**src/rtl/acir_pkg.sv**
```systemverilog
// Word types, timing constants and protocol codes for the IR remote frame encoder.
package acir_pkg;

    localparam int DUR_W = 15;
    localparam int POS_W = 8;

    typedef struct packed {
        logic       kind;
        logic [2:0] mode;
        logic [7:0] temp_c;
        logic [1:0] fan;
        logic       power;
    } in_word_t;

    typedef struct packed {
        logic [DUR_W-1:0] duration_us;
        logic             is_mark;
        logic             last;
    } out_word_t;

    localparam logic KIND_LOAD  = 1'b0;
    localparam logic KIND_FETCH = 1'b1;

    localparam logic PROTO_SHORT = 1'b0;
    localparam logic PROTO_LONG  = 1'b1;

    localparam logic [DUR_W-1:0] P0_HDR_MARK   = 15'd4480;
    localparam logic [DUR_W-1:0] P0_HDR_SPACE  = 15'd4480;
    localparam logic [DUR_W-1:0] P0_BIT_MARK   = 15'd560;
    localparam logic [DUR_W-1:0] P0_ONE_SPACE  = 15'd1680;
    localparam logic [DUR_W-1:0] P0_ZERO_SPACE = 15'd560;
    localparam logic [DUR_W-1:0] P0_GAP        = 15'd5600;
    localparam logic [POS_W-1:0] P0_FOOT_POS   = 8'd194;
    localparam logic [POS_W-1:0] P0_LAST_POS   = 8'd195;
    localparam logic [POS_W-1:0] P0_HALF_LEN   = 8'd96;

    localparam logic [DUR_W-1:0] P1_HDR_MARK   = 15'd9000;
    localparam logic [DUR_W-1:0] P1_HDR_SPACE  = 15'd4500;
    localparam logic [DUR_W-1:0] P1_BIT_MARK   = 15'd620;
    localparam logic [DUR_W-1:0] P1_ONE_SPACE  = 15'd1600;
    localparam logic [DUR_W-1:0] P1_ZERO_SPACE = 15'd540;
    localparam logic [DUR_W-1:0] P1_GAP        = 15'd19980;
    localparam logic [POS_W-1:0] P1_BLOCK_LEN  = 8'd72;
    localparam logic [POS_W-1:0] P1_END_Q      = 8'd144;
    localparam logic [6:0]       P1_FOOT_MARK  = 7'd70;
    localparam logic [6:0]       P1_FOOT_GAP   = 7'd71;
    localparam logic [6:0]       P1_DATA_LEN   = 7'd64;

    function automatic logic [7:0] rev8(input logic [7:0] v);
        logic [7:0] r;
        for (int i = 0; i < 8; i++) begin
            r[i] = v[7-i];
        end
        return r;
    endfunction

endpackage

```
**src/rtl/ac_ir_frame_encoder.sv**
```systemverilog
// Top level of the IR remote frame encoder: frame builder and duration sequencer.
//
// The s_ channel takes one word per accepted handshake. A load word (kind 0)
// builds a new frame from mode, temperature, fan and power, using the protocol
// held in the configuration register, and restarts the sequence; it gives no
// result. Each fetch word (kind 1) gives the next mark or space duration on the
// m_ channel, with last set on the final gap. A fetch while no frame is pending
// is taken and gives nothing.
// m_valid rises in the cycle after an accepted fetch. Throughput is one word per
// cycle: a load updates the frame bits and position, and a fetch the position
// and result register, each at a single edge; s_ready stays high while the
// result register is empty or is being emptied. When the receiver stalls, the
// result holds and s_ready drops until it is taken.
// A short-protocol frame is 196 entries, a long-protocol frame 146 entries.
// Reset clears the configuration register to the short protocol, drops any
// pending frame and empties the result register.
module ac_ir_frame_encoder
    import acir_pkg::*;
(
    input  logic      aclk,
    input  logic      aresetn,
    input  logic      cfg_wr_en,
    input  logic      cfg_wr_data,
    input  logic      s_valid,
    output logic      s_ready,
    input  in_word_t  s_data,
    output logic      m_valid,
    input  logic      m_ready,
    output out_word_t m_data
);

    logic             protocol_select_reg;
    logic [63:0]      frame_reg, frame_next;
    logic             proto_reg;
    logic [POS_W-1:0] pos_reg;
    logic             active_reg;
    logic             m_valid_reg;
    out_word_t        m_data_reg, entry;
    logic             accept, is_load, emit;

    function automatic logic [63:0] build_short(input in_word_t w);
        logic [7:0] t, b0, b3, b4, sum;
        t   = (w.temp_c < 8'd17) ? 8'd17 : ((w.temp_c > 8'd30) ? 8'd30 : w.temp_c);
        b3  = {t[3:0] - 4'd1, 4'h0};
        b4  = {w.mode, w.fan, 2'b00, w.power};
        sum = rev8(8'h80) + rev8(8'hC0) + rev8(b3) + rev8(b4);
        b0  = rev8(8'd0 - sum);
        return {16'h0000, 8'h34, b4, b3, 8'hC0, 8'h80, b0};
    endfunction

    function automatic logic [63:0] build_long(input in_word_t w);
        logic [7:0] t, b0, b1, x;
        logic [3:0] c;
        t  = (w.temp_c < 8'd16) ? 8'd16 : ((w.temp_c > 8'd30) ? 8'd30 : w.temp_c);
        b0 = {w.fan, 1'b1, 1'b0, w.power, w.mode};
        b1 = {4'h0, t[3:0]};
        x  = b0 ^ b1 ^ 8'h10 ^ 8'h05 ^ 8'h10 ^ 8'h40;
        c  = x[7:4] ^ x[3:0];
        return {c, 4'h0, 8'h00, 8'h40, 8'h10, 8'h05, 8'h10, b1, b0};
    endfunction

    function automatic out_word_t entry_short(input logic [63:0] f,
                                              input logic [POS_W-1:0] p);
        out_word_t  o;
        logic [POS_W-1:0] q;
        logic       inv, b;
        logic [6:0] r;
        q   = p - 8'd2;
        inv = (q >= P0_HALF_LEN);
        r   = inv ? 7'(q - P0_HALF_LEN) : q[6:0];
        b   = f[r[6:1]] ^ inv;
        o.last = 1'b0;
        if (p == 8'd0) begin
            o.duration_us = P0_HDR_MARK;
            o.is_mark     = 1'b1;
        end else if (p == 8'd1) begin
            o.duration_us = P0_HDR_SPACE;
            o.is_mark     = 1'b0;
        end else if (p == P0_FOOT_POS) begin
            o.duration_us = P0_BIT_MARK;
            o.is_mark     = 1'b1;
        end else if (p >= P0_LAST_POS) begin
            o.duration_us = P0_GAP;
            o.is_mark     = 1'b0;
            o.last        = 1'b1;
        end else if (!r[0]) begin
            o.duration_us = P0_BIT_MARK;
            o.is_mark     = 1'b1;
        end else begin
            o.duration_us = b ? P0_ONE_SPACE : P0_ZERO_SPACE;
            o.is_mark     = 1'b0;
        end
        return o;
    endfunction

    function automatic out_word_t entry_long(input logic [63:0] f,
                                             input logic [POS_W-1:0] p);
        out_word_t  o;
        logic [POS_W-1:0] q;
        logic       blk, b;
        logic [6:0] r;
        q   = p - 8'd2;
        blk = (q >= P1_BLOCK_LEN);
        r   = blk ? 7'(q - P1_BLOCK_LEN) : q[6:0];
        b   = (r < P1_DATA_LEN) ? f[{blk, r[5:1]}] : (r[2:1] == 2'd1);
        o.last = 1'b0;
        if (p == 8'd0) begin
            o.duration_us = P1_HDR_MARK;
            o.is_mark     = 1'b1;
        end else if (p == 8'd1) begin
            o.duration_us = P1_HDR_SPACE;
            o.is_mark     = 1'b0;
        end else if (q >= P1_END_Q) begin
            o.duration_us = P1_GAP;
            o.is_mark     = 1'b0;
            o.last        = 1'b1;
        end else if (r == P1_FOOT_MARK) begin
            o.duration_us = P1_BIT_MARK;
            o.is_mark     = 1'b1;
        end else if (r == P1_FOOT_GAP) begin
            o.duration_us = P1_GAP;
            o.is_mark     = 1'b0;
            o.last        = blk;
        end else if (!r[0]) begin
            o.duration_us = P1_BIT_MARK;
            o.is_mark     = 1'b1;
        end else begin
            o.duration_us = b ? P1_ONE_SPACE : P1_ZERO_SPACE;
            o.is_mark     = 1'b0;
        end
        return o;
    endfunction

    assign s_ready = !m_valid_reg || m_ready;
    assign accept  = s_valid && s_ready;
    assign is_load = (s_data.kind == KIND_LOAD);
    assign emit    = accept && !is_load && active_reg;
    assign m_valid = m_valid_reg;
    assign m_data  = m_data_reg;

    always_comb begin
        frame_next = (protocol_select_reg == PROTO_LONG) ? build_long(s_data)
                                                         : build_short(s_data);
        entry = (proto_reg == PROTO_LONG) ? entry_long(frame_reg, pos_reg)
                                          : entry_short(frame_reg, pos_reg);
    end

    always_ff @(posedge aclk) begin
        if (!aresetn) begin
            protocol_select_reg <= PROTO_SHORT;
            frame_reg           <= '0;
            proto_reg           <= PROTO_SHORT;
            pos_reg             <= '0;
            active_reg          <= 1'b0;
            m_valid_reg         <= 1'b0;
        end else begin
            if (cfg_wr_en) begin
                protocol_select_reg <= cfg_wr_data;
            end
            if (accept && is_load) begin
                frame_reg  <= frame_next;
                proto_reg  <= protocol_select_reg;
                pos_reg    <= '0;
                active_reg <= 1'b1;
            end else if (emit) begin
                if (entry.last) begin
                    active_reg <= 1'b0;
                end else begin
                    pos_reg <= pos_reg + 8'd1;
                end
            end
            if (emit) begin
                m_valid_reg <= 1'b1;
            end else if (m_ready) begin
                m_valid_reg <= 1'b0;
            end
        end
    end

    always_ff @(posedge aclk) begin
        if (emit) begin
            m_data_reg <= entry;
        end
    end

endmodule
```
**config.mk**
```make
export PLATFORM = sky130hd
export DESIGN_NAME = ac_ir_frame_encoder
export DESIGN_NICKNAME = d
export VERILOG_FILES = /design/src/rtl/acir_pkg.sv /design/src/rtl/ac_ir_frame_encoder.sv
export SDC_FILE = /design/constraint.sdc
export NUM_CORES = 1
export LEC_CHECK = 0
export BUFFER_PORTS_ARGS = -buffer_cell sky130_fd_sc_hd__buf_4
export CAP_MARGIN = 0
export CORE_MARGIN = 10
export CORE_UTILIZATION = 64
export DETAILED_ROUTE_END_ITERATION = 6
export PLACE_DENSITY_LB_ADDON = 0.05
export SYNTH_ARGS = -nofsm -noshare
export SYNTH_HDL_FRONTEND = slang
export SYNTH_SLANG_ARGS = --single-unit
```
**constraint.sdc**
```tcl
create_clock -name aclk -period 9.6 [get_ports aclk]
set_input_delay 0.48 -clock aclk [delete_from_list [all_inputs] [get_ports aclk]]
set_output_delay 0.48 -clock aclk [all_outputs]
set_load 0.02 [all_outputs]
```
==> results.json <==
{
  "required_ns": 9.80,
  "yosysTopAreaCellShare": 0.199,
  "place.port_buffers": 37,
  "io_pins": 40,
  "clock_latency_ns": 0.32,
  "cp-start-kind": "flop",
  "root_buffer": "clkbuf_8",
  "crit_top_cell": "ha_1",
  "hold_viol_final": 0,
  "drtAntennaViolNets": 0,
  "relSlewSlack": 0.436,
  "period_needed_ns": 4.21,
  "drt-total-wl_um": 9560,
  "design_area_um2": 4210,
  "synth_flop_cell": "dfxtp_1",
  "yosys.area.top_type": "dfxtp_1",
  "hold_start": "s_data[0]",
  "maxSlewViolCount": 0,
  "htree_num_levels": 2,
  "synthMostInstantiatedCell": "nand2_1",
  "seq_area_um2": 1200,
  "cts.sinks": 53,
  "critPathTopFamily": "compound AO/OA/AOI/OAI gates",
  "wl_per_cell_um": 18.1,
  "cts_resized": 0,
  "setup_viol": 0,
  "final_nets": 495,
  "drt-vias-per-instance": 6.37,
  "die_x_um": 98.3,
  "yosysWarnings": 0,
  "clk_path_buf_depth": 2,
  "r2r_cells": 11,
  "diodes": 0,
  "whs_ns": 0.412,
  "ys_ff_latch": 53,
  "drive_gt1_frac": 0.187,
  "gr-usage-all-layers": 0.191,
  "holdBufCountCts": 0,
  "dpl_cell_area_um2": 4100,
  "clk_pin_slew_ns": 0.10,
  "antenna_found_initial": 0,
  "cap_violations": 0,
  "post_synth_instance_area_um2": 3920,
  "grt_pass1_wl_um": 15700,
  "min_path_type": "input port to flop",
  "cp_num_buf_inv": 2,
  "ir_drop_mv": 0.112,
  "synth-edff-count": 14,
  "tritoncts": "built",
  "core_um2": 5920,
  "gp_congestion": 0.935,
  "timing.rr.start": "pos_reg[2]$_SDFFE_PP0P_",
  "globalRouteOverflowTotal": 0,
  "synthCells": 435,
  "die_y_um": 98.3,
  "post_cts.repair.setup_buffers": 0,
  "clock_skew_ns": 0.00624,
  "async_reset_ff_frac": 0,
  "worstMarginPinSlew_ns": 0.845,
  "fin_crit_sh": 0.439,
  "cp_slowest_cell": "dfxtp_1",
  "tns_ns": 0,
  "p_total_uw": 455,
  "worst_path_largest_cell_delay_ns": 0.67,
  "yosys-top-cells-count": "nand2_1, dfxtp_1, o21ai_0, nor2_1, inv_1",
  "avgSynthCellArea_um2": 9.02,
  "grt_pass1_vias": 3244,
  "start_util": 0.663,
  "row_count": 28,
  "crit_chain": "inv_1 > ha_1 > xor2_1 > inv_2 > ha_1 > a221oi_1 > a22o_2 > mux2_2 > a2111oi_4 > nor4b_1 > or4_1",
  "powerDensity_nw_per_um2": 108,
  "firstDrtPassIters": 6,
  "fin_util": 0.711,
  "nFillCells": 468,
  "hold_path_end": "frame_reg[32]$_SDFFE_PN0P_",
  "arrival_ns": 4.41,
  "status": "finished clean",
  "reg2reg_slack_ns": 5.39,
  "largest_reg_flops": 28,
  "grt_max_degree": 24,
  "rsz0062_at_grt": "false",
  "synth_cell_type_count": 78,
  "numCtsBuffers": 5,
  "min_path_cells": 2,
  "dieArea_um2": 9660,
  "p_leak_uw": 0.00165,
  "crit_fanout": 15,
  "synthToLayoutAreaGrowth_pct": 7.34,
  "drc": 0,
  "seq_area_frac_synth": 0.306,
  "synth.area.top_cells": "dfxtp_1, edfxtp_1, ha_1",
  "num_vias": 3369,
  "endpoint_kind": "flop",
  "multi_input_area_um2": 2420,
  "first_iter_violations": 242,
  "critPathKind": "flop to flop",
  "r2r-end": "m_data[12]$_DFFE_PP_",
  "hpwlAfterDp_um": 7230,
  "fmax_mhz": 237
}
-- worst max-delay path by stage --
stage | slack [ns] | depth (start not counted) | endpoint | from
2_1_floorplan | 5.63 | 15 | m_data[12]$_DFFE_PP_ | pos_reg[1]$_SDFFE_PP0P_
5_1_grt | 5.06 | 11 | m_data[12]$_DFFE_PP_ | pos_reg[2]$_SDFFE_PP0P_
6_report | 5.39 | 11 | m_data[12]$_DFFE_PP_ | pos_reg[2]$_SDFFE_PP0P_
3_3_place_gp | 5.62 | 12 | m_data[12]$_DFFE_PP_ | pos_reg[2]$_SDFFE_PP0P_
3_5_place_dp | 5.45 | 12 | m_data[12]$_DFFE_PP_ | pos_reg[2]$_SDFFE_PP0P_
4_1_cts | 5.44 | 12 | m_data[12]$_DFFE_PP_ | pos_reg[2]$_SDFFE_PP0P_
-- cell usage in the layout, fill, tap and decap left out, types with 6 or more instances in the layout --
cell       n
mux4_2     7
dfxtp_1   39
o21ai_0   33
edfxtp_1  14
mux2i_1    9
ha_1      20
nor3_1     8
a31oi_1    7
inv_1     23
nand4_1    6
nor2_1    25
buf_4     39
or3_1      7
a21oi_1   21
nand2_1   55
xor2_1     7
xnor2_1   11
o211a_1    6
nand3_1    9
-- kinds of logic after synthesis --
logic type,Yosys count,share of synthesized area
flops,53,0.306
buf+inv,53,0.0778
other cells,1,0.000956
xor+xnor,18,0.0402
simple gates,149,0.194
compound gates,122,0.242
mux,18,0.0699
fa+ha+maj,21,0.0689
-- metal layers --
metal	vias to the layer above	wire, um	track usage
li1	1621	-	-
met1	1590	4020	0.231
met2	129	4690	0.325
met3	29	565	0.0345
met4	0	278	0.0772
met5	-	0	0
-- report_power, final --
group	internal [uW]	switching (uW)	leakage (uW)
clock	78.3	79.2	0.0000585
combinational	25.3	30.9	0.00115
sequential	236	5.59	0.000435
-- stage by stage --
| step | setup slack (ns) | std cells |
|---|---|---|
| floorplan | 5.63 | 436 |
| global placement | 5.62 | 521 |
| detailed placement | 5.45 | 521 |
| CTS | 5.44 | 529 |
| global route | 5.06 | 529 |
| finish | 5.39 | 529 |
-- cell type report --
| type | count | share of cell area |
|---|---|---|
| Timing Repair Buffer | 39 | 0.0695 |
| Clock inverter | 3 | 0.0104 |
| Inverter | 24 | 0.0214 |
| Tap cell | 75 | 0.0223 |
| Clock buffer | 5 | 0.0163 |
| Multi-Input combinational cell | 330 | 0.575 |
| Sequential cell | 53 | 0.285 |
Power figures use the tool's default switching activity.
